## src/hdl/mf_pkg.sv

```systemverilog
// Shared types and constants for the 3x3 median filter.
package mf_pkg;

    // Pixel and window types
    typedef logic [7:0] pixel_t;
    typedef logic [8:0][7:0] window_t;

    // Configuration register fields
    localparam int IMG_WIDTH_W  = 11;
    localparam int IMG_HEIGHT_W = 13;
    localparam int CFG_DATA_W   = 13;
    localparam int CFG_INDEX_W  = 2;

    localparam logic [IMG_WIDTH_W-1:0]  IMG_WIDTH_RESET  = IMG_WIDTH_W'(640);
    localparam logic [IMG_HEIGHT_W-1:0] IMG_HEIGHT_RESET = IMG_HEIGHT_W'(480);

    // Register indexes
    localparam logic [CFG_INDEX_W-1:0] REG_IMAGE_WIDTH  = CFG_INDEX_W'(0);
    localparam logic [CFG_INDEX_W-1:0] REG_IMAGE_HEIGHT = CFG_INDEX_W'(1);

    // Queue depths: window queue between front and back, and result queue
    localparam int Q_DEPTH   = 4;
    localparam int Q_CNT_W   = $clog2(Q_DEPTH + 1);
    localparam int OUT_DEPTH = 4;
    localparam int OUT_CNT_W = $clog2(OUT_DEPTH + 1);

endpackage

```

## src/hdl/mf_fifo.sv

```systemverilog
// Small synchronous queue with an occupancy count.
module mf_fifo
    import mf_pkg::*;
#(
    parameter int WIDTH = 8,
    parameter int DEPTH = 4,
    localparam int PTR_W = $clog2(DEPTH),
    localparam int CNT_W = $clog2(DEPTH + 1)
)
(
    input  logic             clk,
    input  logic             rst_n,
    input  logic             push,
    input  logic [WIDTH-1:0] wr_data,
    input  logic             pop,
    output logic [WIDTH-1:0] rd_data,
    output logic [CNT_W-1:0] count
);

    logic [WIDTH-1:0] data_reg [DEPTH];
    logic [PTR_W-1:0] wr_ptr_reg, wr_ptr_next;
    logic [PTR_W-1:0] rd_ptr_reg, rd_ptr_next;
    logic [CNT_W-1:0] count_reg, count_next;

    // Pointer wrap at the queue depth
    always_comb
    begin
        wr_ptr_next = wr_ptr_reg;
        rd_ptr_next = rd_ptr_reg;
        count_next  = count_reg;
        if (push)
        begin
            wr_ptr_next = (wr_ptr_reg == PTR_W'(DEPTH - 1)) ? '0 : wr_ptr_reg + 1'b1;
        end
        if (pop)
        begin
            rd_ptr_next = (rd_ptr_reg == PTR_W'(DEPTH - 1)) ? '0 : rd_ptr_reg + 1'b1;
        end
        if (push && !pop)
        begin
            count_next = count_reg + 1'b1;
        end
        else if (pop && !push)
        begin
            count_next = count_reg - 1'b1;
        end
    end

    always_ff @(posedge clk or negedge rst_n)
    begin
        if (!rst_n)
        begin
            wr_ptr_reg <= '0;
            rd_ptr_reg <= '0;
            count_reg  <= '0;
        end
        else
        begin
            wr_ptr_reg <= wr_ptr_next;
            rd_ptr_reg <= rd_ptr_next;
            count_reg  <= count_next;
        end
    end

    // Storage
    always_ff @(posedge clk)
    begin
        if (push)
        begin
            data_reg[wr_ptr_reg] <= wr_data;
        end
    end

    assign rd_data = data_reg[rd_ptr_reg];
    assign count   = count_reg;

    // Credit logic upstream must never overfill or over-drain the queue
    a_no_overflow: assert property (@(posedge clk) disable iff (!rst_n)
        !(push && !pop && count_reg == CNT_W'(DEPTH)))
        else $error("word pushed into a full queue");

    a_no_underflow: assert property (@(posedge clk) disable iff (!rst_n)
        !(pop && count_reg == '0))
        else $error("word popped from an empty queue");

endmodule

```

## config.mk

```make
export PLATFORM = sky130hd
export DESIGN_NAME = mf_fifo
export DESIGN_NICKNAME = d
export VERILOG_FILES = /design/src/hdl/mf_pkg.sv /design/src/hdl/mf_fifo.sv
export SDC_FILE = /design/constraint.sdc
export NUM_CORES = 1
export LEC_CHECK = 0
export BUFFER_PORTS_ARGS = -buffer_cell sky130_fd_sc_hd__buf_2
export CAP_MARGIN = 20
export CORE_MARGIN = 2
export CORE_UTILIZATION = 50
export DETAILED_ROUTE_END_ITERATION = 16
export GPL_ROUTABILITY_DRIVEN = 0
export GPL_TIMING_DRIVEN = 0
export PLACE_DENSITY = 0.69
export SETUP_SLACK_MARGIN = 0.05
export SLEW_MARGIN = 20
export SYNTH_ARGS = -nofsm -noshare
export SYNTH_HDL_FRONTEND = slang
export SYNTH_SLANG_ARGS = --single-unit
```

## constraint.sdc

```tcl
create_clock -name clk -period 2.6 [get_ports clk]
set_input_delay 0.13 -clock clk [delete_from_list [all_inputs] [get_ports clk]]
set_output_delay 0.13 -clock clk [all_outputs]
set_load 0.01 [all_outputs]
```

==> impl_metrics.tcl, run 1 <==
set metrics [dict create \
    status "finished, final reports clean" \
    via_per_inst 5.22 \
    clock_latency_ns 0.34 \
    largest_reg_flops 32 \
    netlist_area_um2 1560 \
    htree_levels 2 \
    initial_utilization_pct 51.9 \
    numPortBuffers 22 \
    maxSlewHeadroom_pct 68.9 \
    setup_violations 0 \
    clockBufferDepth 2 \
    startpoint "rd_ptr_reg[0]" \
    dp_hpwl_mm 1.53 \
    power_density_nw_per_um2 958 \
    final_cell_mix "32 x edfxtp_1, 23 x buf_2, 9 x dlygate4sd3_1" \
    ctsHoldBuffers 9 \
    synth_cell_types 16 \
    cap_viol_max_count 0 \
    synth_nets 96 \
    cts_resized 0 \
    critPathRequiredTime_ns 2.47 \
    grt_pass1_wl_mm 3.91 \
    finClkSkew_ns 0.00631 \
    finalNonFillerCells 149 \
    tritoncts "yes" \
    cts_setup_buffers 0 \
    avgSynthCellArea_um2 20.2 \
    fmax_ghz 0.589 \
    cts.reportedPaths.clkPinSlew_ns 0.11 \
    rsz0062_at_grt "false" \
    placement_rows 20 \
    drive_gt1_share_pct 35.3 \
    final_nets 134 \
    overflow 0 \
    critPathCapture "rd_data[0]" \
    die_height_um 59.8 \
    syn2layout_area_growth_pct 18.9 \
    fp.dieW_um 59.8 \
    layout_commonest_cell "edfxtp_1" \
    wl_per_cell_um 16.0 \
    cp-start-kind "flip-flop" \
    arrival_ns 1.57 \
    tns_ns 0 \
    ant_nets 0 \
    io_pins 23 \
    whs_ns 0.0674 \
    core-area_um2 3000 \
    grt_max_degree 13 \
    vdd_drop_max_v 0.000629 \
    hold_viol_final 0 \
    min_path_type "in -> reg" \
    drt_iter0_drc 26 \
    r2r_cells 3 \
    dp_cells 132 \
    worstReg2RegEnd "data_reg[0][0]" \
    antenna_found_initial 0 \
    remaining_drc_errors 0 \
    ys_warn_count 0 \
    n_antenna_cell 0 \
    drt_pre_antenna_iters 5 \
    wl_mm 2.38 \
    p_leak_uw 0.000706 \
    crit_path_max_fanout 10 \
    num_vias 778 \
    cts_root_buf "clkbuf_4" \
    slew_violations 0 \
    period_minus_slack_ns 1.70 \
    crit_type "reg -> out" \
    finalCritPeriodShare_pct 65.2 \
    yosysSeqAreaShare_pct 72.9 \
    grt.total_usage_pct 16.2 \
    cts_buffers 5 \
    cp-end-kind "primary output" \
    grt_pass1_vias 831 \
    synth_seq_cells 39 \
    die_area_um2 3580 \
    syn_inst 77 \
    tightestPinTransition_ns 0.466 \
    timing.rr.start "wr_ptr_reg[0]" \
    regToRegSetupSlack_ns 1.16 \
    whs_path_depth 2 \
    cts_sinks 39 \
]
power breakdown:
part | internal, uW | leakage [uW] | switching [uW]
Sequential | 822 | 0.000377 | 56.9
Clock | 99.2 | 0.0000263 | 189
Combinational | 308 | 0.000303 | 300
Total | 1230 | 0.000706 | 546
worst max-delay path, stage by stage, from the launching register on:
cell	delay [ns]
dfrtp_1	0.38
buf_6	0.18
mux4_2	0.52
buf_2	0.16
kinds of logic after synthesis:
kind of cell               share of synthesized area (%)
and+or+nand+nor                                     2.65
AOI/OAI and AO/OA                                  0.643
DFF                                                 72.9
muxes                                               13.7
xor gates and xnor gates                            1.69
buffers and inverters                               2.25
adders and majority gates                           6.10
Yosys cell counts:
cell type / instances / area, um2
and2_1: 4 / 25.0
buf_2: 1 / 5.00
buf_6: 1 / 11.3
dfrtp_1: 7 / 175
edfxtp_1: 32 / 961
fa_1: 1 / 20.0
ha_1: 6 / 75.1
inv_1: 5 / 18.8
mux2_2: 3 / 33.8
mux4_2: 8 / 180
nand2_1: 1 / 3.75
nand3_1: 1 / 5.00
nor2_1: 2 / 7.51
o21ai_0: 2 / 10.0
xnor2_1: 1 / 8.76
xor2_1: 2 / 17.5
final cells by class:
| class | instances | area (um2) |
|---|---|---|
| fillers | 232 | 1150 |
| flip-flops and latches | 39 | 1140 |
| multi-input cells | 31 | 387 |
| repair buffers | 31 | 200 |
| well taps | 33 | 41.3 |
| clock buffers | 5 | 37.5 |
| inverters | 5 | 18.8 |
| plain buffers | 2 | 16.3 |
| clock inverters | 3 | 15.0 |
layer usage:
metal  global-route usage (%)  up-vias  share of wire [%]
met5                        0        -                  0
met2                     25.8       15                 51
li1                         -      367                  -
met1                     20.6      391                 44
met3                     4.11        5                3.6
met4                     8.57        0                1.9
per-stage QoR:
stage,util (%),power (uW),cell area [um2],worst slack [ns]
final,61.7,1770,1850,0.904
after global routing,61.7,1910,1850,0.799
after floorplan,-,1310,1560,1.27
after global placement,56.9,1480,1710,1.18
after detailed placement,56.9,1510,1710,1.15
after CTS,61.7,1800,1850,0.876
worst min path at each step:
stage               slack (ns)  startpoint            end
finish                    0.07        push  wr_ptr_reg[0]
global route              0.09         pop  rd_ptr_reg[1]
CTS                       0.06        push  wr_ptr_reg[0]
detailed placement       -0.02       rst_n       count[1]
global placement         -0.03       rst_n       count[0]
floorplan                -0.17       rst_n       count[0]
No activity file was read; power rests on OpenSTA's default activity.
==> run 2, diff against run 1 <==
Settings changed: CORE_UTILIZATION 50 to 49, PLACE_DENSITY 0.69 to 0.71.
Clock period 2.6 ns to 1.4 ns, I/O delays scaled along.
==> impl_metrics.tcl, run 2 (synthesis gave the netlist of run 1 again) <==
set metrics [dict create \
    largest_reg_flops 32 \
    finClkSkew_ns 0.0101 \
    grt_pass1_wl_mm 4.02 \
    cts_buffers 5 \
    period_minus_slack_ns 1.64 \
    crit_type "reg -> out" \
    final_nets 141 \
    fmax_ghz 0.608 \
    cp_top_family "multiplexers" \
    p_leak_uw 0.000786 \
    cp-end-kind "primary output" \
    dp_hpwl_mm 1.61 \
    clockBufferDepth 2 \
    crit_chain "clkbuf_16, mux4_2, buf_2" \
    worstReg2RegEnd "count[2]" \
    overflow 0 \
    die_area_um2 3650 \
    cap_viol_max_count 0 \
    fin_ws_ns -0.243 \
    final_util_pct 67.6 \
    wl_mm 2.67 \
    rsz0062_at_grt "true" \
    drt_pre_antenna_iters 4 \
    slowest_stage "mux4_2" \
    remaining_drc_errors 0 \
    power_density_nw_per_um2 1980 \
    critPathRequiredTime_ns 1.33 \
    antenna_found_initial 0 \
    cts_root_buf "clkbuf_4" \
    hold_path_end "wr_ptr_reg[1]" \
    placement_rows 20 \
    vdd_drop_max_v 0.00112 \
    setup_violations 8 \
    whs_path_depth 2 \
    arrival_ns 1.57 \
    core-area_um2 3030 \
    tritoncts "yes" \
    crit_buf_inv 2 \
    maxSlewHeadroom_pct 84.3 \
    crit_path_max_fanout 4 \
    postPlaceCellArea_um2 1720 \
    tightestPinTransition_ns 0.235 \
    num_vias 815 \
    cp-start-kind "flip-flop" \
    cts.reportedPaths.clkPinSlew_ns 0.12 \
    whs_ns 0.00630 \
    clock_latency_ns 0.35 \
    fp.dieW_um 60.4 \
    regToRegSetupSlack_ns 0.08 \
    drt_iter0_drc 32 \
    drive_gt1_share_pct 43.1 \
    final_cell_mix "32 x edfxtp_1, 17 x buf_2, 12 x dlygate4sd3_1" \
    timing.rr.start "count[1]" \
    io_pins 23 \
    grt.total_usage_pct 16.6 \
    hold_viol_final 0 \
    htree_levels 2 \
    tns_ns -1.90 \
    final_cell_area_um2 2050 \
    grt_pass1_vias 879 \
    min_path_type "in -> reg" \
    layout_commonest_cell "edfxtp_1" \
    via_per_inst 4.88 \
    finalCritPeriodShare_pct 117 \
    ant_nets 0 \
    syn2layout_area_growth_pct 31.3 \
    die_height_um 60.4 \
    dp_cells 143 \
    wl_per_cell_um 16.0 \
    slew_violations 0 \
    violations "setup timing" \
    cts_sinks 39 \
    r2r_cells 4 \
    cpPeakStageDelay_ns 0.48 \
    initial_utilization_pct 51.4 \
    status "finished with violations" \
    hold_start "push" \
    numPortBuffers 22 \
    grt_max_degree 14 \
    n_antenna_cell 0 \
    finalNonFillerCells 167 \
]
-- run 2: cell types whose count changed in the layout (fill, tap and decap cells not counted), moves of 3 or more --
cell,change
buf_2,-6
buf_4,+3
dlygate4sd3_1,+3
and2_1,-4
buf_6,+5
and2_2,+4
-- run 2: per-layer routing --
layer / global-route usage, % / share of wire, % / wire length (um)
met4: 11.1 / 2.3 / 61
met5: 0 / 0 / 0
met2: 28.3 / 55 / 1470
met3: 4.48 / 2.9 / 78
met1: 18.2 / 39 / 1050
-- run 2: timing repair --
item                                    in CTS  in global routing
gates cloned                                 0                  1
endpoints found under the setup margin      41                  9
buffers inserted                             2                  1
resized for setup                            6                  7
pin swaps                                    2                  3
endpoints found under the hold margin       40                  1
hold buffers                                10                  2
-- run 2: worst max-delay path by stage --
stage | slack [ns] | start | cells past startpoint | end
2_1_floorplan | 0.07 | count[0] | 4 | count[2]
3_3_place_gp | -0.01 | wr_ptr_reg[0] | 3 | data_reg[0][6]
3_5_place_dp | -0.06 | wr_ptr_reg[0] | 3 | data_reg[0][5]
4_1_cts | -0.27 | rd_ptr_reg[0] | 3 | rd_data[7]
5_1_grt | -0.31 | rd_ptr_reg[0] | 3 | rd_data[5]
6_report | -0.24 | rd_ptr_reg[0] | 3 | rd_data[2]
-- run 2: worst register-to-register path, cell delays in order, from the launching register on --
cell     delay [ns]
dfrtp_1        0.44
fa_2           0.38
xor2_1         0.16
nor2_1         0.11
xor2_1         0.16
-- run 2: report_power, final --
part / internal [uW] / switching (uW)
Combinational: 841 / 633
Sequential: 1530 / 118
Clock: 555 / 380
Total: 2920 / 1130
-- run 2: through the flow --
stage | power [uW] | setup slack, ns
6_report | 4050 | -0.243
5_1_grt | 4290 | -0.307
4_1_cts | 3830 | -0.275
3_5_place_dp | 2820 | -0.0625
3_3_place_gp | 2750 | -0.0149
2_1_floorplan | 2430 | 0.0741
-- run 2: cell type report --
class	count	area [um2]
Fill cell	211	982
Sequential cell	39	1140
Timing Repair Buffer	38	315
Multi-Input combinational cell	31	394
Inverter	5	18.8
Clock inverter	3	67.6
Clock buffer	5	37.5
Buffer	2	20.0
Tap cell	44	55.1
==> run 3, diff against run 2 <==
Clock period 1.4 ns to 1.35 ns, I/O delays scaled along.
==> impl_metrics.tcl, run 3 (synthesis gave the netlist of run 1 again) <==
set metrics [dict create \
    p_leak_uw 0.000795 \
    numPortBuffers 22 \
    crit_buf_inv 2 \
    hold_start "push" \
    cts.reportedPaths.clkPinSlew_ns 0.11 \
    io_pins 23 \
    grt_pass1_wl_mm 4.02 \
    grt_pass1_vias 867 \
    clock_latency_ns 0.34 \
    maxSlewHeadroom_pct 84.8 \
    core-area_um2 3030 \
    sw_frac_of_total_pct 27.9 \
    regToRegSetupSlack_ns 0.09 \
    violations "setup timing" \
    cts_sinks 39 \
    cp_top_family "multiplexers" \
    grt_max_degree 13 \
    initial_utilization_pct 51.4 \
    multi_input_area_um2 398 \
    final_cell_area_um2 2050 \
    power_density_nw_per_um2 2000 \
    layout.area.seq_um2 1140 \
    wl_per_cell_um 14.6 \
    p_seq_share_pct 41.7 \
    remaining_drc_errors 0 \
    tns_ns -2.15 \
    p_switching_uw 1140 \
    die_height_um 60.4 \
    cpPeakStageDelay_ns 0.50 \
    slowest_stage "mux4_2" \
    cp-end-kind "primary output" \
    r2r_cells 4 \
    tritoncts "yes" \
    final_cell_mix "32 x edfxtp_1, 17 x buf_2, 12 x dlygate4sd3_1" \
    syn2layout_area_growth_pct 31.3 \
    layout_commonest_cell "edfxtp_1" \
    cp-start-kind "flip-flop" \
    slew_violations 0 \
    via_per_inst 4.88 \
    grt.total_usage_pct 16.8 \
    finClkSkew_ns 0.00300 \
    power_uw 4080 \
    crit_chain "clkbuf_16, mux4_2, buf_6" \
    period_minus_slack_ns 1.63 \
    critPathRequiredTime_ns 1.28 \
    die_area_um2 3650 \
    setup_violations 8 \
    cts_root_buf "clkbuf_4" \
    vdd_drop_max_v 0.00105 \
    cts_buffers 5 \
    wl_mm 2.47 \
    antenna_found_initial 0 \
    tightestPinTransition_ns 0.229 \
    n_fill_cell 216 \
    drive_gt1_share_pct 44.0 \
    fmax_ghz 0.615 \
    rsz0062_at_grt "true" \
    crit_type "reg -> out" \
    n_antenna_cell 0 \
    final_nets 143 \
    cap_viol_max_count 0 \
    drt_pre_antenna_iters 4 \
    finalCritPeriodShare_pct 120 \
    fin_ws_ns -0.276 \
    arrival_ns 1.56 \
    clockBufferDepth 2 \
    overflow 0 \
    worstReg2RegEnd "count[2]" \
    hold_path_end "wr_ptr_reg[1]" \
    timing.rr.start "count[1]" \
    crit_path_max_fanout 4 \
    hold_viol_final 0 \
    clkPwrFrac_pct 19.8 \
    pwr-share-comb_pct 38.5 \
    p_int_uw 2940 \
    num_vias 825 \
    fp.dieW_um 60.4 \
    ant_nets 0 \
    htree_levels 2 \
    whs_path_depth 3 \
    min_path_type "in -> reg" \
    drt_iter0_drc 27 \
    placement_rows 20 \
    postPlaceCellArea_um2 1730 \
    largest_reg_flops 32 \
    dp_hpwl_mm 1.59 \
    status "finished with violations" \
]
## run 3: cell count changes in the layout (fill, tap and decap cells not counted), sizes merged
cell | before | now
buf | 27 | 29
bufinv | 2 | 1
clkbuf | 6 | 7
clkinv | 0 | 1
clkinvlp | 1 | 0
## run 3: power groups by stage
stage	logic, uW	clock network [uW]	registers (uW)
2_1_floorplan	796	0	1730
6_report	1570	807	1700
4_1_cts	1350	830	1690
3_5_place_dp	1200	0	1740
3_3_place_gp	1150	0	1710
5_1_grt	1730	889	1730
## run 3: worst max-delay path by stage
stage	depth (start not counted)	slack, ns	start	end
global route	3	-0.36	rd_ptr_reg[0]	rd_data[4]
finish	3	-0.28	rd_ptr_reg[0]	rd_data[7]
global placement	3	-0.07	wr_ptr_reg[0]	data_reg[0][1]
detailed placement	3	-0.1	wr_ptr_reg[0]	data_reg[0][4]
floorplan	4	0.07	count[0]	count[2]
CTS	3	-0.30	rd_ptr_reg[0]	rd_data[0]
## run 3: final cells by class
| type | instances | area share (%) |
|---|---|---|
| Multi-Input combinational cell | 31 | 19.4 |
| Tap cell | 44 | 2.69 |
| Clock inverter | 2 | 1.71 |
| Buffer | 2 | 0.979 |
| Clock buffer | 6 | 2.51 |
| Inverter | 5 | 0.917 |
| Timing Repair Buffer | 40 | 16.1 |
| Sequential cell | 39 | 55.6 |
## run 3: worst min-delay path, delay by kind of cell
kind / cells / cell delay, ns
and+or+nand+nor: 1 / 0.06
AOI/OAI and AO/OA: 1 / 0.06
buffers and inverters: 1 / 0.15
## run 3: repair_timing
| item | CTS | global route |
|---|---|---|
| hold buffers | 12 | 0 |
| pin swaps | 3 | 2 |
| setup buffers | 3 | 2 |
| endpoints found under the setup margin | 42 | 33 |
| hold endpoints to repair | 42 | 0 |
| resized for setup | 6 | 9 |
| gates cloned | 0 | 1 |
## run 3: metrics by stage
stage | worst slack, ns | utilization (%) | instances | hold WS (ns)
CTS | -0.301 | 65.0 | 166 | 0.00278
floorplan | 0.0675 | - | 77 | -0.228
detailed placement | -0.0958 | 57.0 | 143 | -0.0898
global route | -0.356 | 67.6 | 169 | 0.0321
global placement | -0.0659 | 57.0 | 143 | -0.0920
finish | -0.276 | 67.6 | 169 | 0.0216
## run 3: per-layer routing
metal	GRT usage, %	share of wire (%)
met1	18.7	41
met2	27.8	52
met3	7.25	5.5
met4	7.94	2.0
met5	0	0
