[config.mk]
export PLATFORM = sky130hd
export DESIGN_NAME = mf_median
export DESIGN_NICKNAME = d
export VERILOG_FILES = /design/src/hdl/mf_pkg.sv /design/src/hdl/mf_median.sv
export SDC_FILE = /design/constraint.sdc
export NUM_CORES = 1
export LEC_CHECK = 0
export ABC_AREA = 0
export BUFFER_PORTS_ARGS = -buffer_cell sky130_fd_sc_hd__buf_2
export CORE_MARGIN = 2
export CORE_UTILIZATION = 51
export CTS_CLUSTER_SIZE = 8
export DETAILED_ROUTE_END_ITERATION = 10
export PLACE_DENSITY = 0.71
export RECOVER_POWER = 25
export SLEW_MARGIN = 0
export SYNTH_ARGS = -nofsm -noshare
export SYNTH_HDL_FRONTEND = slang
export SYNTH_SLANG_ARGS = --single-unit
[constraint.sdc]
create_clock -name clk -period 6.5 [get_ports clk]
set_input_delay 0.325 -clock clk [delete_from_list [all_inputs] [get_ports clk]]
set_output_delay 0.325 -clock clk [all_outputs]
set_load 0.005 [all_outputs]
[src/hdl/mf_pkg.sv]
// Shared types and constants for the 3x3 median filter.
package mf_pkg;

    // Pixel and window types
    typedef logic [7:0] pixel_t;
    typedef logic [8:0][7:0] window_t;

    // Configuration register fields
    localparam int IMG_WIDTH_W  = 11;
    localparam int IMG_HEIGHT_W = 13;
    localparam int CFG_DATA_W   = 13;
    localparam int CFG_INDEX_W  = 2;

    localparam logic [IMG_WIDTH_W-1:0]  IMG_WIDTH_RESET  = IMG_WIDTH_W'(640);
    localparam logic [IMG_HEIGHT_W-1:0] IMG_HEIGHT_RESET = IMG_HEIGHT_W'(480);

    // Register indexes
    localparam logic [CFG_INDEX_W-1:0] REG_IMAGE_WIDTH  = CFG_INDEX_W'(0);
    localparam logic [CFG_INDEX_W-1:0] REG_IMAGE_HEIGHT = CFG_INDEX_W'(1);

    // Queue depths: window queue between front and back, and result queue
    localparam int Q_DEPTH   = 4;
    localparam int Q_CNT_W   = $clog2(Q_DEPTH + 1);
    localparam int OUT_DEPTH = 4;
    localparam int OUT_CNT_W = $clog2(OUT_DEPTH + 1);

endpackage

[src/hdl/mf_median.sv]
// Back end: three-stage median network from the window queue to the result queue.
module mf_median
    import mf_pkg::*;
#(
    parameter int MAX_WIDTH  = 1024,
    parameter int MAX_HEIGHT = 4096,
    localparam int COL_W = $clog2(MAX_WIDTH),
    localparam int ROW_W = $clog2(MAX_HEIGHT)
)
(
    input  logic                 clk,
    input  logic                 rst_n,
    input  logic                 q_empty,
    input  window_t              q_window,
    input  logic [COL_W-1:0]     q_col,
    input  logic [ROW_W-1:0]     q_row,
    input  logic                 q_last,
    output logic                 q_pop,
    input  logic [OUT_CNT_W-1:0] out_count,
    output logic                 out_push,
    output pixel_t               out_median,
    output logic [COL_W-1:0]     out_col,
    output logic [ROW_W-1:0]     out_row,
    output logic                 out_last
);

    typedef struct packed {
        pixel_t hi;
        pixel_t mi;
        pixel_t lo;
    } trio_t;

    function automatic pixel_t min2(pixel_t a, pixel_t b);
        return (a < b) ? a : b;
    endfunction

    function automatic pixel_t max2(pixel_t a, pixel_t b);
        return (a < b) ? b : a;
    endfunction

    function automatic pixel_t med3(pixel_t a, pixel_t b, pixel_t c);
        return max2(min2(a, b), min2(max2(a, b), c));
    endfunction

    function automatic trio_t sort3(pixel_t a, pixel_t b, pixel_t c);
        trio_t t;
        t.lo = min2(min2(a, b), c);
        t.hi = max2(max2(a, b), c);
        t.mi = med3(a, b, c);
        return t;
    endfunction

    trio_t            a_row_reg [3];
    logic             a_valid_reg, b_valid_reg;
    logic [COL_W-1:0] a_col_reg, b_col_reg;
    logic [ROW_W-1:0] a_row_pos_reg, b_row_pos_reg;
    logic             a_last_reg, b_last_reg;
    pixel_t           b_lo_reg, b_mi_reg, b_hi_reg;

    // Issue only when the result queue has room for everything in flight
    assign q_pop = !q_empty &&
                   ((OUT_CNT_W + 1)'(out_count) + (OUT_CNT_W + 1)'(a_valid_reg) +
                    (OUT_CNT_W + 1)'(b_valid_reg) < (OUT_CNT_W + 1)'(OUT_DEPTH));

    always_ff @(posedge clk or negedge rst_n)
    begin
        if (!rst_n)
        begin
            a_valid_reg <= 1'b0;
            b_valid_reg <= 1'b0;
        end
        else
        begin
            a_valid_reg <= q_pop;
            b_valid_reg <= a_valid_reg;
        end
    end

    // Stage A: sort each window row
    always_ff @(posedge clk)
    begin
        for (int r = 0; r < 3; r++)
        begin
            a_row_reg[r] <= sort3(q_window[3 * r], q_window[3 * r + 1], q_window[3 * r + 2]);
        end
        a_col_reg     <= q_col;
        a_row_pos_reg <= q_row;
        a_last_reg    <= q_last;
    end

    // Stage B: largest low, middle of middles, smallest high
    always_ff @(posedge clk)
    begin
        b_lo_reg      <= max2(max2(a_row_reg[0].lo, a_row_reg[1].lo), a_row_reg[2].lo);
        b_mi_reg      <= med3(a_row_reg[0].mi, a_row_reg[1].mi, a_row_reg[2].mi);
        b_hi_reg      <= min2(min2(a_row_reg[0].hi, a_row_reg[1].hi), a_row_reg[2].hi);
        b_col_reg     <= a_col_reg;
        b_row_pos_reg <= a_row_pos_reg;
        b_last_reg    <= a_last_reg;
    end

    // Stage C: median of the three, registered in the result queue
    assign out_push   = b_valid_reg;
    assign out_median = med3(b_lo_reg, b_mi_reg, b_hi_reg);
    assign out_col    = b_col_reg;
    assign out_row    = b_row_pos_reg;
    assign out_last   = b_last_reg;

endmodule

==> impl_results.md, run 1 <==
* Chip Height at 143 um
* CTS tree: yes
* Ys async rst share at 1.39%
* Synth area leader: dfxtp_1
* Minimum clock period at 5780 ps
* Core Rows at 50
* H-tree levels at 4
* Ys Warns at 0
* Syn avg cell area at 9.30 um2
* Post-Syn Instances at 1,052
* Die footprint at 20,300 um2
* Setup bufs post-CTS at 0
* Post-route DRC at 0
* Clock Latency Late Sink at 420 ps
* Setup violators final at 0
* IO Count at 134
* Core Box Area at 18,800 um2
* CTS Root Cell: clkbuf_16
* Hold Crit Start: q_col[4]
* Tcrit/Tclk final at 89.0%
* Chip width at 143 um
* Critical R2R Capture: b_mi_reg[1]
* CP Launch Type: flop
* Final net count at 1,472
* Most common cell after layout, fill and taps aside: ha_1
* Clock skew at 9.98 ps
* Hold crit path type: in2reg
* Final instance area at 11,500 um2
* Crit end category: primary output
* Final hold viol count at 0
* Top FF cell, synth: dfxtp_1
* RSZ-0062 raised after global routing: false
* Max FFs per register at 72
* Antenna-violating nets left at 0
* Slowest cell on crit path: a2111oi_0
* CP Buf/Inv Count at 4
* FILL cells at 1,589
* IO buf count at 133
* Num Clock Sinks at 144
* Post-Place Cell Area at 10,700 um2
* # Max-Cap Violations at 0
* Initial antenna violation count at 0
* Syn Nets at 1,308
* Worst slew margin at 32.2%
* WP data arrival at 5460 ps
* Clock-pin transition on the worst setup and hold timing paths at 60 ps
* Cell breakdown of the critical path: inv_1, ha_1, a21oi_1, and3_1, o31ai_2, buf_4, o21ai_0, ha_1, a2111oi_0, o21a_1, inv_1, o31ai_4, mux2i_1, ha_1, a21o_1, a21oi_1, o21ai_0, or3_1, mux2i_1, buf_2
* Hold depth at 1
* Pin count of the biggest net entering global routing at 24
* Worst Setup SP: b_mi_reg[7]
* Slew Limit Fails at 0
* Sequential-to-total area share from yosys stat at 29.6%
* Worst slew pin tran at 991 ps
* Yosys cell types at 66
* Vias in the first global route at 8,012
* Via Count at 8,028
* Final WS setup at 717 ps
* Overall global routing resource usage at 23.8%
* Post-synth EDFFs at 0
* VDD IR max at 449 uV
* WP data required at 6170 ps
* Most frequent CP cell: ha_1
* Synth top area cells: dfxtp_1, ha_1, mux2i_1, inv_1, mux2_2
* WL/cell at 16.2 um
* Post-Syn Area at 9780 um2
* First-pass GRT wire length at 38.4 mm
* Crit path max-delay family: compound AO/OA/AOI/OAI gates
* Max stage delay on crit path at 580 ps
* Commonest non-fill, non-tap cells in the layout: ha_1, inv_1, dfxtp_1
* Fmax at 173 MHz
* Layout cell share with drive strength beyond 1 at 19.8%
* Initial core utilization at 52.1%
* Aggregate routed wire length at 23.6 mm
* R2R depth at 19
* Reg-to-reg slack, setup at 1100 ps
* PD cells at 547 nW/um2
* CTS max path bufs at 2
* Via-to-Cell Ratio at 5.49
* ANT cells at 0
* DP Worst Slack at 476 ps
* Share of the synthesized area in the top cell type at 29.1%
* HPWL after DPL at 19.4 mm
* Cts bufs inserted at 17
* Lkg Pwr at 0.00579 uW
* Remaining Overflow, GRT at 0
* Outcome: finished clean
* Initial DRC count at 423
* Worst r2r src: a_row_reg[0][39]
* Yosys reg bits at 144
* Max FO, Critical Path at 23
* Worst Hold End: a_col_reg[4]
* First drt pass iteration count at 6
* Critical path class: reg2out
* Final TNS setup at 0 ps
* Area Growth Syn to Fin at 17.7%
* Gpl congestion at 0.888
-- power by group --
| part | switching [uW] | internal, uW | total (uW) |
|---|---|---|---|
| combinational | 2220 | 1820 | 4040 |
| sequential | 182 | 1140 | 1320 |
| clock | 399 | 538 | 937 |
| total | 2800 | 3500 | 6300 |
-- synthesized netlist by cell type, types with 3 or more instances --
cell type,instances
o21ai_0,90
a21oi_1,61
buf_2,6
o31ai_1,3
dfxtp_1,142
o31ai_4,3
clkbuf_1,10
a211oi_1,14
nand2_1,60
a21o_1,22
nand2b_1,14
nor2_1,26
nand3_1,13
nand4_1,16
mux2_1,26
and3_1,3
a31oi_1,11
o21ai_1,5
mux2_2,40
and2_1,7
inv_1,143
buf_4,3
o21a_1,20
mux2i_1,89
ha_1,155
nor2b_1,3
nor3_1,7
a2111oi_2,6
-- kinds of logic (layout without fill, tap and decap cells) --
logic type / count (synthesis) / count (layout) / share of synthesized area, %
simple gates: 161 / 161 / 8.03
compound gates: 270 / 270 / 18.9
flops: 144 / 144 / 29.6
buf+inv: 164 / 341 / 6.56
fa+ha+maj: 155 / 155 / 19.8
mux: 158 / 158 / 17.2
-- worst max path at each step --
stage	endpoint	depth (start not counted)
floorplan	a_row_reg[0][56]	24
global placement	a_row_reg[0][56]	22
detailed placement	a_row_reg[0][56]	22
CTS	out_median[0]	20
global route	out_median[0]	21
finish	out_median[0]	20
-- stage by stage --
stage	total power [uW]	util, %	hold slack (ps)	instances
finish	6300	61.4	15.4	1463
global route	6890	61.4	0.242	1463
CTS	6310	61.4	1.12	1463
detailed placement	5330	57.1	114	1408
global placement	5250	57.1	112	1408
floorplan	4320	-	29.4	1052
-- timing repair --
| action | 4_1_cts | 5_1_grt |
|---|---|---|
| endpoints found under the setup margin | 0 | 0 |
| resized for setup | 0 | 0 |
| hold buffers | 23 | 0 |
| hold endpoints to repair | 24 | 0 |
-- metal layers --
| layer | GRT usage [%] | up-vias | wire [um] |
|---|---|---|---|
| met1 | 30.1 | 3689 | 10700 |
| met2 | 40.9 | 202 | 11300 |
| met3 | 4.10 | 36 | 963 |
| met4 | 8.49 | 0 | 650 |
| met5 | 0 | - | 0 |
| li1 | - | 4101 | - |
-- area by class of cell --
class | instances | area, um2 | share of cell area [%]
tap | 234 | 293 | 2.54
clock buffer | 17 | 425 | 3.69
multi-input combinational | 744 | 6250 | 54.3
timing repair buffer | 166 | 970 | 8.42
inverter | 143 | 537 | 4.66
sequential | 144 | 2890 | 25.1
clock inverter | 15 | 150 | 1.30
No activity file was read; power rests on OpenSTA's default activity.
==> run 2: changes to the inputs <==
--- a/config.mk
+++ b/config.mk
@@ -8,10 +8,11 @@
 export ABC_AREA = 0
 export BUFFER_PORTS_ARGS = -buffer_cell sky130_fd_sc_hd__buf_2
 export CORE_MARGIN = 2
-export CORE_UTILIZATION = 51
+export CORE_UTILIZATION = 59
+export CTS_CLUSTER_DIAMETER = 150
 export CTS_CLUSTER_SIZE = 8
 export DETAILED_ROUTE_END_ITERATION = 10
-export PLACE_DENSITY = 0.71
+export PLACE_DENSITY = 0.81
 export RECOVER_POWER = 25
 export SLEW_MARGIN = 0
 export SYNTH_ARGS = -nofsm -noshare
==> run 2 against run 1 <==
Compared with the run above: die area is 13% lower; via count grew 3.2%; global-route usage up 3.7 points; clock skew increased by 4.1 ps; worst hold slack gained 42 ps; final cell count decreased by 0.96%; setup slack lost 250 ps; non-clock buffer count did not move; sequential cell count unchanged; combinational power about the same; clock power grew 3.9%; maximum frequency is 4.1% lower; critical path type unchanged; largest cell class unchanged.
==> impl_results.md, run 2 (synthesis gave the netlist of run 1 again) <==
* CP Buf/Inv Count at 3 (-1)
* Minimum clock period at 6030 ps (+247 ps)
* CTS max path bufs at 2 (unchanged)
* Layout cell share with drive strength beyond 1 at 19.7% (-0.081 points)
* Die footprint at 17,600 um2 (-13%)
* WL/cell at 16.5 um (+2.2%)
* First-pass GRT wire length at 39.0 mm (+1.5%)
* Remaining Overflow, GRT at 0 (unchanged)
* WP data required at 6170 ps (about the same)
* IO buf count at 133 (unchanged)
* Initial DRC count at 521 (+23%)
* # Max-Cap Violations at 0 (unchanged)
* Initial antenna violation count at 0 (unchanged)
* Max FFs per register at 72 (unchanged)
* WP data arrival at 5710 ps (+250 ps)
* Clock-pin transition on the worst setup and hold timing paths at 70 ps (about the same)
* VDD IR max at 697 uV (+55%)
* Critical path class: reg2out
* Clock skew at 14.1 ps (+4.11 ps)
* Most common cell after layout, fill and taps aside: ha_1
* Max stage delay on crit path at 700 ps (+120 ps)
* Inst Count DP at 1,393 (-1.1%)
* CTS Root Cell: clkbuf_16
* Final instance area at 11,500 um2 (+0.25%)
* Worst slew margin at 28.1% (-4.1 points)
* H-tree levels at 4 (unchanged)
* Slowest cell on crit path: o31ai_2
* Post-route DRC at 0 (unchanged)
* FILL cells at 1,208 (-24%)
* Cts bufs inserted at 17 (unchanged)
* Overall global routing resource usage at 27.5% (+3.7 points)
* Crit path max-delay family: compound AO/OA/AOI/OAI gates
* Lkg Pwr at 0.00582 uW (+0.40%)
* Outcome: finished clean
* CTS tree: yes
* Core Rows at 47 (-6.0%)
* Cell breakdown of the critical path: inv_1, ha_1, nand4_1, o31ai_2, buf_4, nand2_1, o21ai_0, ha_1, a21oi_1, o21a_1, nand3_1, o31ai_4, mux2i_1, ha_1, a21o_1, a21oi_1, o21ai_0, or3_1, mux2i_1, buf_2
* Core Box Area at 16,400 um2 (-13%)
* Aggregate routed wire length at 23.9 mm (+1.2%)
* Chip Height at 133 um (-6.8%)
* Gpl congestion at 0.974 (+9.7%)
* Final net count at 1,472 (unchanged)
* Commonest non-fill, non-tap cells in the layout: ha_1, inv_1, dfxtp_1
* Setup violators final at 0 (unchanged)
* Worst slew pin tran at 1050 ps (+60.0 ps)
* Crit end category: primary output
* Initial core utilization at 59.6% (+7.5 points)
* Clock Latency Late Sink at 440 ps (+20 ps)
* Hold crit path type: in2reg
* Num Clock Sinks at 144 (unchanged)
* CP Launch Type: flop
* Most frequent CP cell: ha_1
* Tcrit/Tclk final at 92.8% (+3.8 points)
* Vias in the first global route at 8,327 (+3.9%)
* Area Growth Syn to Fin at 18.0%
* HPWL after DPL at 18.9 mm (-2.4%)
* RSZ-0062 raised after global routing: false
* PD cells at 549 nW/um2 (+0.31%)
* Via-to-Cell Ratio at 5.72 (+4.2%)
* Finished Core Util at 70.4% (+9.0 points)
* Post-Place Cell Area at 10,700 um2 (-0.23%)
* Final TNS setup at 0 ps (unchanged)
* Chip width at 133 um (-6.8%)
* Final cell count without fillers at 1,449 (-0.96%)
* Antenna-violating nets left at 0 (unchanged)
* Slew Limit Fails at 0 (unchanged)
* Via Count at 8,286 (+3.2%)
* Pin count of the biggest net entering global routing at 24 (unchanged)
* Max FO, Critical Path at 14 (-39%)
* First drt pass iteration count at 6 (unchanged)
* ANT cells at 0 (unchanged)
* Final hold viol count at 0 (unchanged)
* IO Count at 134 (unchanged)
* Fmax at 166 MHz (-4.1%)
* Setup bufs post-CTS at 0 (unchanged)
[run 2: final timing paths]
check,from,end,slack [ps],cells past startpoint
max in group asynchronous,rst_n,a_valid_reg,6170,2
min in group asynchronous,rst_n,out_push,210,2
min,out_count[2],a_valid_reg,60,2
max reg2reg,a_row_reg[0][38],b_mi_reg[1],1010,18
min reg2reg,a_row_pos_reg[0],out_row[0],330,0
max,b_mi_reg[7],out_median[6],470,20
[run 2: cell type report]
class	instances	area [um2]	area share (%)
flip-flops and latches	144	2890	25.1
well taps	220	275	2.38
clock buffers	17	425	3.68
inverters	143	537	4.65
repair buffers	166	972	8.42
multi-input cells	744	6250	54.1
clock inverters	15	194	1.68
[run 2: timing repair]
action / CTS / global route
endpoints found under the setup margin: 0 / 0
hold buffers: 24 / 0
endpoints found under the hold margin: 25 / 0
gates resized for setup: 0 / 0
[run 2: report_power, final]
| group | internal [uW] | total, uW | switching, uW |
|---|---|---|---|
| combinational | 1820 | 4050 | 2230 |
| clock | 523 | 974 | 451 |
| sequential | 1140 | 1310 | 172 |
[run 2: through the flow]
stage	setup slack [ps]	total power (uW)	hold slack, ps
after floorplan	773	4320	29.4
after global placement	617	5160	112
after detailed placement	413	5290	114
after CTS	457	6320	39.6
after global routing	2.43	6920	54.5
final	470	6340	57.0
[run 2: per-layer routing]
layer	GRT usage, %	wire, um
met1	33.0	10300
met2	47.9	11700
met3	4.87	1160
met4	12.8	801
met5	0	0
==> run 3: changes to the inputs <==
--- a/config.mk
+++ b/config.mk
@@ -7,14 +7,12 @@
 export LEC_CHECK = 0
 export ABC_AREA = 0
 export BUFFER_PORTS_ARGS = -buffer_cell sky130_fd_sc_hd__buf_2
-export CORE_MARGIN = 2
-export CORE_UTILIZATION = 59
+export CORE_UTILIZATION = 51
 export CTS_CLUSTER_DIAMETER = 150
 export CTS_CLUSTER_SIZE = 8
 export DETAILED_ROUTE_END_ITERATION = 10
-export PLACE_DENSITY = 0.81
+export PLACE_DENSITY = 0.71
 export RECOVER_POWER = 25
-export SLEW_MARGIN = 0
 export SYNTH_ARGS = -nofsm -noshare
 export SYNTH_HDL_FRONTEND = slang
 export SYNTH_SLANG_ARGS = --single-unit
==> run 3 against run 2 <==
Compared with the run above: design area up 0.13%; setup slack better by 220 ps; sequential share of layout area about the same; highest routed layer unchanged; combinational power down 1%.
==> impl_results.md, run 3 (synthesis gave the netlist of run 1 again) <==
* Cell breakdown of the critical path: buf_2, inv_1, ha_1, a21oi_1, nor3b_1, o21ai_1, nand2_1, mux2_2, ha_1, a21oi_1, o21ai_1, a2111oi_2, or2_1, buf_4, nand3_1, and2_1, ha_1, and4_1, a221o_1, or3_1, nor3_2, buf_4, a21o_2, mux2_1
* CP Buf/Inv Count at 4 (+1)
* Aggregate routed wire length at 23.6 mm (-1.4%)
* IO Count at 134 (unchanged)
* Setup bufs post-CTS at 0 (unchanged)
* WL/cell at 16.1 um (-2.5%)
* Setup violators final at 0 (unchanged)
* WP data arrival at 6120 ps (+410 ps)
* Internal at 3540 uW (+1.7%)
* Clock-pin transition on the worst setup and hold timing paths at 60 ps (about the same)
* Clock skew at 9.88 ps (-4.21 ps)
* Remaining Overflow, GRT at 0 (unchanged)
* Core Box Area at 18,800 um2 (+14%)
* Initial DRC count at 441 (-15%)
* Final net count at 1,472 (unchanged)
* Gpl congestion at 0.902 (-7.4%)
* Switching pwr at 2760 uW (-3.2%)
* DP Worst Slack at 388 ps (-24.5 ps)
* Worst slew pin tran at 965 ps (-85.9 ps)
* Hold crit path type: in2reg
* R2R depth at 19 (+1)
* Slew Limit Fails at 0 (unchanged)
* Slowest cell on crit path: a2111oi_2
* CTS tree: yes
* Pin count of the biggest net entering global routing at 24 (unchanged)
* Num Clock Sinks at 144 (unchanged)
* Clock Latency Late Sink at 430 ps (about the same)
* IO buf count at 133 (unchanged)
* Chip Height at 141 um (+5.8%)
* Vias in the first global route at 7,866 (-5.5%)
* VDD IR max at 321 uV (-54%)
* Overall global routing resource usage at 24.5% (-3.0 points)
* First-pass GRT wire length at 38.1 mm (-2.4%)
* Final cell count without fillers at 1,464 (+1.0%)
* Critical path class: in2reg
* Outcome: finished clean
* Most common cell after layout, fill and taps aside: ha_1
* Final WS setup at 688 ps (+218 ps)
* Gates resized, CTS repair at 0 (unchanged)
* Die footprint at 19,700 um2 (+12%)
* Max stage delay on crit path at 450 ps (-250 ps)
* First drt pass iteration count at 6 (unchanged)
* CTS max path bufs at 2 (unchanged)
* Chip width at 141 um (+5.8%)
* Commonest non-fill, non-tap cells in the layout: ha_1, inv_1, dfxtp_1
* Post-route DRC at 0 (unchanged)
* Hold depth at 2 (unchanged)
* Final TNS setup at 0 ps (unchanged)
* Most frequent CP cell: ha_1
* Core Rows at 50 (+6.4%)
* H-tree levels at 4 (unchanged)
* Sequential group share of total power at 20.9% (+0.2 points)
* Critical path depth in cells at 24 (+20%)
* Crit path max-delay family: simple AND/OR/NAND/NOR gates
* Lkg Pwr at 0.00582 uW (about the same)
* Initial core utilization at 52.1% (-7.5 points)
* Worst slew margin at 34.0% (+5.9 points)
* Final hold viol count at 0 (unchanged)
* # Max-Cap Violations at 0 (unchanged)
* HPWL after DPL at 19.3 mm (+1.9%)
* Combinational power share at 63.2% (-0.7 points)
* CTS Root Cell: clkbuf_16
* Via Count at 8,068 (-2.6%)
* Max FO, Critical Path at 14 (unchanged)
* Via-to-Cell Ratio at 5.51 (-3.6%)
* Max FFs per register at 72 (unchanged)
* Net Sw Frac at 43.8% (-1.2 points)
* Fmax at 172 MHz (+3.8%)
* Initial antenna violation count at 1 (+1)
* Inst Count DP at 1,407 (+1.0%)
* Tcrit/Tclk final at 89.4% (-3.4 points)
* Antenna-violating nets left at 0 (unchanged)
* Crit end category: flop
* WP data required at 6810 ps (+640 ps)
* Minimum clock period at 5810 ps (-218 ps)
* Cts bufs inserted at 17 (unchanged)
* Layout cell share with drive strength beyond 1 at 19.7% (unchanged)
* Area Growth Syn to Fin at 18.2%
* Clock share of power at 15.9% (+0.5 points)
* CP Launch Type: input port
* PD cells at 545 nW/um2 (-0.63%)
* RSZ-0062 raised after global routing: false
run 3: path summary, 6_finish.rpt:
path / slack, ps / start / endpoint
max: 690 / q_window[63] / a_row_reg[0][56]
min: 70 / out_count[2] / a_valid_reg
max reg2reg: 1400 / a_row_reg[0][33] / b_mi_reg[0]
min reg2reg: 330 / a_col_reg[9] / out_col[9]
max in group asynchronous: 6150 / rst_n / a_valid_reg
min in group asynchronous: 220 / rst_n / a_valid_reg
run 3: worst register-to-register path, stage by stage, from the launching register on:
cell	delay [ps]
dfxtp_1	330
inv_1	60
ha_1	280
a2111oi_2	330
o31ai_2	120
buf_4	190
nand2_1	100
o21ai_0	170
ha_1	370
a21oi_1	70
o21ai_0	320
nor2_1	110
a21oi_2	460
mux2i_1	310
ha_1	280
a21o_1	160
a21o_1	190
a2111oi_2	350
a21bo_1	410
mux2_1	380
run 3: timing repair:
| item | 4_1_cts | 5_1_grt |
|---|---|---|
| endpoints found under the setup margin | 0 | 0 |
| hold buffers | 24 | 0 |
| hold endpoints to repair | 25 | 0 |
run 3: metal layers:
metal	GRT usage [%]	up-vias	share of wire [%]
met4	8.58	0	2.5
li1	-	4106	-
met2	42.4	202	48
met5	0	-	0
met1	30.6	3727	46
met3	4.48	33	4.1
run 3: stage by stage:
stage | hold WS (ps) | util (%) | cell area [um2] | total power (uW)
after floorplan | 29.4 | - | 9780 | 4320
after global placement | 112 | 57.0 | 10700 | 5220
after detailed placement | 112 | 57.0 | 10700 | 5280
after CTS | 40.8 | 61.6 | 11600 | 6330
after global routing | 48.2 | 61.6 | 11600 | 6890
final | 67.2 | 61.6 | 11600 | 6300
run 3: layout make-up:
type,count,area (um2)
antenna,1,2.50
fill,1621,7210
clock buffer,17,425
sequential,144,2890
clock inverter,15,189
timing repair buffer,166,972
inverter,143,537
multi-input combinational,744,6250
tap,234,293
run 3: power by group through the flow:
| stage | Combinational (uW) | Clock, uW | Sequential (uW) |
|---|---|---|---|
| CTS | 3990 | 1020 | 1320 |
| global route | 4490 | 1060 | 1340 |
| floorplan | 3080 | 0 | 1250 |
| detailed placement | 3950 | 0 | 1330 |
| global placement | 3890 | 0 | 1330 |
| finish | 3990 | 1000 | 1320 |
